[src/design/ptts_pkg.sv]
// ---------------------------------------------------------------------------
// ptts_pkg
// Types and constants shared by the periodic task timer scheduler.
// ---------------------------------------------------------------------------
`default_nettype none

package ptts_pkg;

  localparam int SLOTS       = 16;
  localparam int SLOT_W      = $clog2(SLOTS);
  localparam int COUNT_W     = $clog2(SLOTS + 1);
  localparam int TICK_W      = 32;
  localparam int OP_W        = 3;
  localparam int EV_W        = 3;
  localparam int IN_DATA_W   = ((SLOT_W + 2 * TICK_W + 7) / 8) * 8;
  localparam int OUT_DATA_W  = ((SLOT_W + EV_W + TICK_W + 7) / 8) * 8;
  localparam int CFG_ADDR_W  = 2;

  localparam logic [CFG_ADDR_W-1:0] REG_TASK_COUNT = '0;

  typedef enum logic [OP_W-1:0] {
    OP_STEP     = 3'd0,
    OP_INTERVAL = 3'd1,
    OP_START    = 3'd2,
    OP_SLEEP    = 3'd3,
    OP_AWAKE    = 3'd4,
    OP_SUSPEND  = 3'd5,
    OP_RESUME   = 3'd6,
    OP_NOP      = 3'd7
  } op_t;

  typedef enum logic [2:0] {
    ST_INIT      = 3'd0,
    ST_PREPARE   = 3'd1,
    ST_RUNNING   = 3'd2,
    ST_SLEEPING  = 3'd3,
    ST_SUSPENDED = 3'd4
  } task_state_t;

  typedef enum logic [EV_W-1:0] {
    EV_NONE    = 3'd0,
    EV_PREPARE = 3'd1,
    EV_START   = 3'd2,
    EV_AWAKE   = 3'd3,
    EV_RESUME  = 3'd4,
    EV_SLEEP   = 3'd5,
    EV_SUSPEND = 3'd6,
    EV_RUN     = 3'd7
  } event_t;

  typedef struct packed {
    task_state_t         state;
    task_state_t         reported;
    logic [TICK_W-1:0]   next_run;
    logic [TICK_W-1:0]   interval;
  } slot_entry_t;

  localparam slot_entry_t ENTRY_RESET = '{
    state:    ST_INIT,
    reported: ST_INIT,
    next_run: '0,
    interval: '0
  };

  // Outcome of one operation on one slot entry.
  typedef struct packed {
    logic   wr_en;
    event_t ev;
  } engine_res_t;

endpackage

`default_nettype wire

[src/design/ptts_table.sv]
// ---------------------------------------------------------------------------
// ptts_table
// Slot table: one synchronous memory of slot entries with a registered read
// port, plus one valid bit per entry so that unwritten entries read as reset.
// ---------------------------------------------------------------------------
`default_nettype none

module ptts_table
  import ptts_pkg::*;
(
  input  wire logic              clk,
  input  wire logic              rst_n,
  input  wire logic              rd_en,
  input  wire logic [SLOT_W-1:0] rd_addr,
  output slot_entry_t            rd_data,
  input  wire logic              wr_en,
  input  wire logic [SLOT_W-1:0] wr_addr,
  input  wire slot_entry_t       wr_data
);

  slot_entry_t           mem [SLOTS];
  logic [SLOTS-1:0]      valid_r;
  slot_entry_t           rd_data_r;
  logic                  rd_valid_r;

  always_ff @(posedge clk) begin
    if (wr_en) begin
      mem[wr_addr] <= wr_data;
    end
    if (rd_en) begin
      rd_data_r <= mem[rd_addr];
    end
  end

  always_ff @(posedge clk) begin
    if (!rst_n) begin
      valid_r    <= '0;
      rd_valid_r <= 1'b0;
    end else begin
      if (wr_en) begin
        valid_r[wr_addr] <= 1'b1;
      end
      if (rd_en) begin
        rd_valid_r <= valid_r[rd_addr];
      end
    end
  end

  assign rd_data = rd_valid_r ? rd_data_r : ENTRY_RESET;

endmodule

`default_nettype wire

[src/design/ptts_engine.sv]
// ---------------------------------------------------------------------------
// ptts_engine
// Update logic for one slot entry: applies a slot operation or serves the
// slot for a schedule step, and reports the event it causes.
// ---------------------------------------------------------------------------
`default_nettype none

module ptts_engine
  import ptts_pkg::*;
(
  input  wire op_t               op,
  input  wire logic              step_empty,
  input  wire logic [TICK_W-1:0] delay,
  input  wire logic [TICK_W-1:0] now_tick,
  input  wire slot_entry_t       cur,
  output slot_entry_t            upd,
  output engine_res_t            res
);

  logic [TICK_W-1:0] step_add;
  logic [TICK_W-1:0] plan_sum;
  logic              due;

  // One adder serves every rescheduling path. A step adds the interval, or
  // the stored start delay when a prepared slot is reported.
  always_comb begin
    if (op == OP_STEP) begin
      step_add = (cur.state == ST_PREPARE) ? cur.next_run : cur.interval;
    end else begin
      step_add = (delay == '0) ? cur.interval : delay;
    end
  end

  assign plan_sum = now_tick + step_add;
  assign due      = (now_tick >= cur.next_run);

  always_comb begin
    upd       = cur;
    res.ev    = EV_NONE;
    res.wr_en = !((op == OP_NOP) || ((op == OP_STEP) && step_empty));
    case (op)
      OP_STEP: begin
        case (cur.state)
          ST_PREPARE: begin
            if (cur.reported != ST_PREPARE) begin
              res.ev       = EV_PREPARE;
              upd.reported = ST_PREPARE;
              upd.state    = ST_RUNNING;
              upd.next_run = plan_sum;
            end
          end
          ST_RUNNING: begin
            if (cur.reported != ST_RUNNING) begin
              case (cur.reported)
                ST_PREPARE:   res.ev = EV_START;
                ST_SLEEPING:  res.ev = EV_AWAKE;
                ST_SUSPENDED: res.ev = EV_RESUME;
                default:      res.ev = EV_NONE;
              endcase
              upd.reported = ST_RUNNING;
            end else if (due) begin
              upd.next_run = plan_sum;
              res.ev       = EV_RUN;
            end
          end
          ST_SLEEPING: begin
            if (cur.reported != ST_SLEEPING) begin
              res.ev       = EV_SLEEP;
              upd.reported = ST_SLEEPING;
            end else if (due) begin
              // Wakes silently; the next visit reports the awake event.
              upd.next_run = plan_sum;
              upd.state    = ST_RUNNING;
            end
          end
          ST_SUSPENDED: begin
            if (cur.reported != ST_SUSPENDED) begin
              res.ev       = EV_SUSPEND;
              upd.reported = ST_SUSPENDED;
            end
          end
          default: begin
          end
        endcase
      end
      OP_INTERVAL: begin
        upd.interval = delay;
      end
      OP_START: begin
        if (cur.state == ST_INIT) begin
          upd.next_run = delay;
          upd.state    = ST_PREPARE;
        end
      end
      OP_SLEEP: begin
        if (cur.state != ST_SLEEPING) begin
          upd.next_run = plan_sum;
          upd.state    = ST_SLEEPING;
        end
      end
      OP_AWAKE: begin
        if (cur.state == ST_SLEEPING) begin
          upd.next_run = plan_sum;
          upd.state    = ST_RUNNING;
        end
      end
      OP_SUSPEND: begin
        upd.state = ST_SUSPENDED;
      end
      OP_RESUME: begin
        if (cur.state == ST_SUSPENDED) begin
          upd.next_run = plan_sum;
          upd.state    = ST_RUNNING;
        end
      end
      default: begin
      end
    endcase
    // A step with no slots in use reports nothing.
    if ((op == OP_STEP) && step_empty) begin
      res.ev = EV_NONE;
    end
  end

endmodule

`default_nettype wire

[src/design/periodic_task_timer_scheduler.sv]
// ---------------------------------------------------------------------------
// periodic_task_timer_scheduler
// Table of periodic task timers with slot operations and a round-robin
// schedule step that reports state changes and due runs.
// ---------------------------------------------------------------------------
//  Channel  Direction  Payload
//  in_      slave      tuser: operation; tdata: task_slot, delay, now_tick
//  out_     master     tdata: served_slot, event_res, next_run_tick
//  cfg_     APB        register 0 at byte 0: task_count
//
//  Accepting an item reads its slot entry from the table; the item then
//  updates the entry, writes it back and loads the result.
//  The result waits in an output register, so the next item is accepted
//  while it is stalled; an item finished behind a stalled result waits.
//  Reset is synchronous; the table's valid bits make every entry read as
//  its reset value at once, so there is no clearing pass.
// ---------------------------------------------------------------------------
`default_nettype none

module periodic_task_timer_scheduler
  import ptts_pkg::*;
(
  input  wire logic                  clk,
  input  wire logic                  rst_n,
  // input items
  input  wire logic                  in_tvalid,
  output logic                       in_tready,
  input  wire logic [IN_DATA_W-1:0]  in_tdata,  // task_slot, delay, now_tick, zero pad
  input  wire logic [OP_W-1:0]       in_tuser,  // operation
  // result items
  output logic                       out_tvalid,
  input  wire logic                  out_tready,
  output logic [OUT_DATA_W-1:0]      out_tdata, // served_slot, event_res, next_run_tick, pad
  // configuration
  input  wire logic                  cfg_psel,
  input  wire logic                  cfg_penable,
  input  wire logic                  cfg_pwrite,
  input  wire logic [CFG_ADDR_W-1:0] cfg_paddr,
  input  wire logic [31:0]           cfg_pwdata,
  output logic [31:0]                cfg_prdata,
  output logic                       cfg_pready
);

  typedef enum logic {
    S_IDLE,
    S_EXEC
  } fsm_t;

  fsm_t                state_r;
  logic [COUNT_W-1:0]  task_count_r;
  logic [SLOT_W-1:0]   cur_slot_r;
  logic [SLOT_W-1:0]   cur_slot_nxt;
  op_t                 op_r;
  logic [SLOT_W-1:0]   slot_r;
  logic [TICK_W-1:0]   delay_r;
  logic [TICK_W-1:0]   now_r;
  logic                step_empty_r;
  logic                out_valid_r;
  logic [OUT_DATA_W-1:0] out_data_r;

  op_t                 in_op;
  logic [SLOT_W-1:0]   in_slot;
  logic [TICK_W-1:0]   in_delay;
  logic [TICK_W-1:0]   in_now;
  logic [COUNT_W-1:0]  used;
  logic [SLOT_W-1:0]   step_slot;
  logic [COUNT_W-1:0]  step_slot_inc;
  logic [SLOT_W-1:0]   rd_addr;
  logic                accept;
  logic                fire;
  logic                cfg_wr;

  slot_entry_t         rd_entry;
  slot_entry_t         upd_entry;
  engine_res_t         eng_res;
  logic [TICK_W-1:0]   res_tick;

  assign in_op    = op_t'(in_tuser);
  assign in_slot  = in_tdata[SLOT_W-1:0];
  assign in_delay = in_tdata[SLOT_W +: TICK_W];
  assign in_now   = in_tdata[SLOT_W + TICK_W +: TICK_W];

  assign in_tready = (state_r == S_IDLE);
  assign accept    = in_tvalid && in_tready;
  assign fire      = (state_r == S_EXEC) && (!out_valid_r || out_tready);

  // Slots in use, clamped to the table size.
  assign used = (task_count_r > COUNT_W'(SLOTS)) ? COUNT_W'(SLOTS) : task_count_r;

  always_comb begin
    step_slot     = ({1'b0, cur_slot_r} >= used) ? '0 : cur_slot_r;
    step_slot_inc = {1'b0, step_slot} + COUNT_W'(1);
    cur_slot_nxt  = cur_slot_r;
    if (accept && (in_op == OP_STEP) && (used != '0)) begin
      cur_slot_nxt = (step_slot_inc < used) ? step_slot_inc[SLOT_W-1:0] : '0;
    end
  end

  assign rd_addr = (in_op == OP_STEP) ? step_slot : in_slot;

  ptts_table u_table (
    .clk     (clk),
    .rst_n   (rst_n),
    .rd_en   (accept),
    .rd_addr (rd_addr),
    .rd_data (rd_entry),
    .wr_en   (fire && eng_res.wr_en),
    .wr_addr (slot_r),
    .wr_data (upd_entry)
  );

  ptts_engine u_engine (
    .op         (op_r),
    .step_empty (step_empty_r),
    .delay      (delay_r),
    .now_tick   (now_r),
    .cur        (rd_entry),
    .upd        (upd_entry),
    .res        (eng_res)
  );

  // Ignored items report no tick.
  assign res_tick = eng_res.wr_en ? upd_entry.next_run : '0;

  always_ff @(posedge clk) begin
    if (!rst_n) begin
      state_r     <= S_IDLE;
      cur_slot_r  <= '0;
      out_valid_r <= 1'b0;
    end else begin
      cur_slot_r <= cur_slot_nxt;
      if (fire) begin
        out_valid_r <= 1'b1;
      end else if (out_valid_r && out_tready) begin
        out_valid_r <= 1'b0;
      end
      unique case (state_r)
        S_IDLE: begin
          if (accept) begin
            state_r      <= S_EXEC;
            op_r         <= in_op;
            slot_r       <= rd_addr;
            delay_r      <= in_delay;
            now_r        <= in_now;
            step_empty_r <= (in_op == OP_STEP) && (used == '0);
          end
        end
        S_EXEC: begin
          if (fire) begin
            state_r     <= S_IDLE;
            out_data_r  <= OUT_DATA_W'({res_tick, eng_res.ev,
                                        step_empty_r ? {SLOT_W{1'b0}} : slot_r});
          end
        end
        default: begin
          state_r <= S_IDLE;
        end
      endcase
    end
  end

  assign out_tvalid = out_valid_r;
  assign out_tdata  = out_data_r;

  // Configuration port.
  assign cfg_pready = 1'b1;
  assign cfg_wr     = cfg_psel && cfg_penable && cfg_pwrite && cfg_pready;

  always_ff @(posedge clk) begin
    if (!rst_n) begin
      task_count_r <= '0;
    end else if (cfg_wr && (cfg_paddr == REG_TASK_COUNT)) begin
      task_count_r <= cfg_pwdata[COUNT_W-1:0];
    end
  end

  always_comb begin
    cfg_prdata = '0;
    if (cfg_paddr == REG_TASK_COUNT) begin
      cfg_prdata = 32'(task_count_r);
    end
  end

endmodule

`default_nettype wire

[config.mk]
export PLATFORM = sky130hd
export DESIGN_NAME = periodic_task_timer_scheduler
export DESIGN_NICKNAME = d
export VERILOG_FILES = /design/src/design/ptts_pkg.sv /design/src/design/ptts_table.sv /design/src/design/ptts_engine.sv /design/src/design/periodic_task_timer_scheduler.sv
export SDC_FILE = /design/constraint.sdc
export NUM_CORES = 2
export LEC_CHECK = 0
export ABC_AREA = 1
export BUFFER_PORTS_ARGS = -buffer_cell sky130_fd_sc_hd__buf_2
export CAP_MARGIN = 20
export CORE_MARGIN = 5
export CORE_UTILIZATION = 55
export CTS_CLUSTER_DIAMETER = 50
export DETAILED_ROUTE_END_ITERATION = 10
export PLACE_DENSITY = 0.84
export SYNTH_ARGS = -nofsm -noshare
export SYNTH_HDL_FRONTEND = slang
export SYNTH_SLANG_ARGS = --single-unit
[constraint.sdc]
create_clock -name clk -period 6.47 [get_ports clk]
set_input_delay 0 -clock clk [delete_from_list [all_inputs] [get_ports clk]]
set_output_delay 0 -clock clk [all_outputs]
set_load 0.01 [all_outputs]
==> run_results.csv <==
group,metric,value,unit
die,core_area,107000,µm²
routing,wl_met1,63500,µm
synth,ys_ff_latch,1329,
timing,drv_slew,0,
synth,synth_cell_types,45,
final_layout,area_growth,13.6,%
synth,ys_top_cells_by_count,"edfxtp_1 (1301), nand2_1 (676), nor2_1 (495), o21ai_0 (483), inv_1 (473)",
hold_path,hp-class,"input pin to register",
die,chipWidth,337,µm
power_and_ir_drop,power,19.2,mW
routing,wl_met3,24800,µm
routing,routed_wl,183000,µm
routing,postRouteAntennaNets,0,
worst_setup_path,arrival,6.37,ns
final_layout,fin_cells,6934,
final_layout,drive_above_1_share,10.5,%
clocking,clkLatencyLatePin,0.76,ns
power_and_ir_drop,ir_drop,0.209,mV
flow_run,max-cap-violations,0,
grt,grt_overflow,0,
run_status,status,"completed",
die,die-area,114000,µm²
grt,grt_pass1_wl,265000,µm
timing,finalHoldViolCount,0,
routing,dr_wl_met2,83000,µm
routing,route.top_layer_used,"met5",
placement,place_inst,6553,
grt,globalRouteTotalUtil,31.4,%
timing,timing.setup.tns,0,ns
routing,drtPass1Iterations,9,
synth,syn_inst,5200,
routing,vias_per_cell,6.36,
placement,hpwlAfterDp,102000,µm
clocking,cts_tree,"yes",
synth,ys.flop_type,"edfxtp_1",
clocking,cts_root_buffer,"clkbuf_16",
timing,fmax,171,MHz
routing,drtIter0Drc,6769,
worst_setup_path,cp-end-kind,"register",
timing,worst_slack,0.606,ns
grt,grt_pass1_vias,42400,
routing,wire_per_inst,26.4,µm
die,rows,120,
routing,drc,0,
clocking,cts_resized,0,
die,die_h,337,µm
final_layout,diodes,0,
timing,period_needed,5.86,ns
final_layout,nNetsFinal,5624,
worst_setup_path,crit_path_start_kind,"register",
synth,synth-seq-area-share,67.3,%
synth,async_flop_share,0,%
synth,synth_edf_count,1301,
clocking,htree_num_levels,4,
clocking,holdBufCountCts,145,
placement,place_ws,1.10,ns
synth,yosys_warnings,0,
grt,antenna_found_initial,3,
clocking,clk_pin_slew,0.06,ns
timing,maxSlewHeadroom,22.4,%
synth,yosysTopAreaCell,"edfxtp_1",
die,floorplan.initialDensity,55.2,%
clocking,cts_buffer_depth,3,
timing,tightest_slew,1.16,ns
synth,synth_top_area_share,66.3,%
worst_setup_path,crit_type,"register to register",
worst_setup_path,worstPathRequired,6.97,ns
clocking,clkSinkCount,1329,
timing,rsz0062_at_grt,"no",
timing,setup_viol,0,
grt,grt_max_degree,163,
routing,vias,44100,
placement,gp_congestion,1.04,
synth,synth_most_common_cell,"edfxtp_1",
clocking,postCtsSetupBuffers,0,
worst_setup_path,cp_max_fo,16,
synth,synth.area.top_cells,"edfxtp_1 (66%), o211ai_1 (4.9%), nand2_1 (4.3%), o21ai_0 (4.1%), nor2_1 (3.2%)",
clocking,cts_buffers,132,
power_and_ir_drop,p_per_area,287,nW/µm²
synth,syn-cell-area,58900,µm²
power_and_ir_drop,power.leakage,24.6,nW
timing,period_share,90.6,%
timing,clock_skew,0.0341,ns
synth,avgSynthCellArea,11.3,µm²
placement,io_buffers,130,
die,floorplan.io_pins,191,
## through the flow
stage	utilization (%)	hold slack [ns]	cell area, µm²
after CTS	62.7	0.000923	66900
after detailed placement	57.4	0.179	61300
after global routing	62.7	0.0218	67000
final	62.7	0.0204	67000
after global placement	57.4	0.178	61300
after floorplan	-	0.0989	59000
## power breakdown
group	leakage (nW)	switching (mW)	internal, mW	total, mW
sequential	12.2	0.0771	9.68	9.76
combinational	10.3	1.44	0.543	1.98
clock	2.05	3.28	4.17	7.44
total	24.6	4.79	14.4	19.2
## state kept, by name (all words and copies together) (netlist names), 3 cells and up
name and flops:
cur_slot_r 4, delay_r 32, now_r 32, op_r 3, out_tdata 39, slot_r 4, task_count_r 5, u_table.mem 1120
u_table.rd_data_r 70, u_table.valid_r 16
## per-layer routing
| metal | track usage [%] | vias up |
|---|---|---|
| li1 | - | 19000 |
| met1 | 41.6 | 20900 |
| met2 | 49.0 | 3509 |
| met3 | 6.31 | 666 |
| met4 | 17.6 | 6 |
| met5 | 0 | - |
## final timing paths
check,start,endpoint,cells after the start,slack [ns]
max reg2reg,delay_r[31],u_table.mem[10][54],23,0.61
max,delay_r[31],u_table.mem[10][54],23,0.61
min reg2reg,u_table.valid_r[4],u_table.valid_r[4],2,0.46
min,in_tdata[9],delay_r[5],2,0.02
## worst max-delay path: stages (launching register included)
cell      delay, ns
edfxtp_1       0.47
inv_1          0.25
nand4_1        0.16
nor2_1         0.26
nand2_1        0.14
nor2_2         0.49
buf_4          0.35
nand2_1        0.08
a31oi_1        0.27
ha_1           0.39
nand2_1        0.19
nor2_1         0.13
inv_1          0.08
nor3_1         0.80
nand3_1        0.35
nand3_1        0.18
nand2_1        0.06
nand2_1        0.13
nand2_1        0.07
o211ai_1       0.10
inv_1          0.06
nand3_1        0.07
nand2_1        0.16
inv_1          0.38
## cell families after synthesis
| group | after synthesis | share of synthesized area, % |
|---|---|---|
| and+or+nand+nor | 1616 | 11.6 |
| buffers and inverters | 801 | 5.71 |
| AOI/OAI and AO/OA | 1360 | 13.5 |
| DFF | 1329 | 67.3 |
| xor gates and xnor gates | 16 | 0.238 |
| other | 2 | 0.0127 |
| adders and majority gates | 76 | 1.63 |
## cell type report
type | instances | area (µm²)
Clock buffer | 157 | 3520
Clock inverter | 76 | 657
Fill cell | 7437 | 39800
Multi-Input combinational cell | 3097 | 16200
Inverter | 482 | 1830
Timing Repair Buffer | 390 | 3340
Tap cell | 1403 | 1760
Sequential cell | 1329 | 39600
## layout by cell type, fill, tap and decap left out, types with 138 or more instances in the layout
cell type and n:
edfxtp_1 1301, nand2_1 675, o21ai_0 482, inv_1 472, nor2_1 472, o211ai_1 388, o21ai_1 284, nand3_1 262
dlygate4sd3_1 145, clkbuf_16 138
No activity file was read; power rests on OpenSTA's default activity.
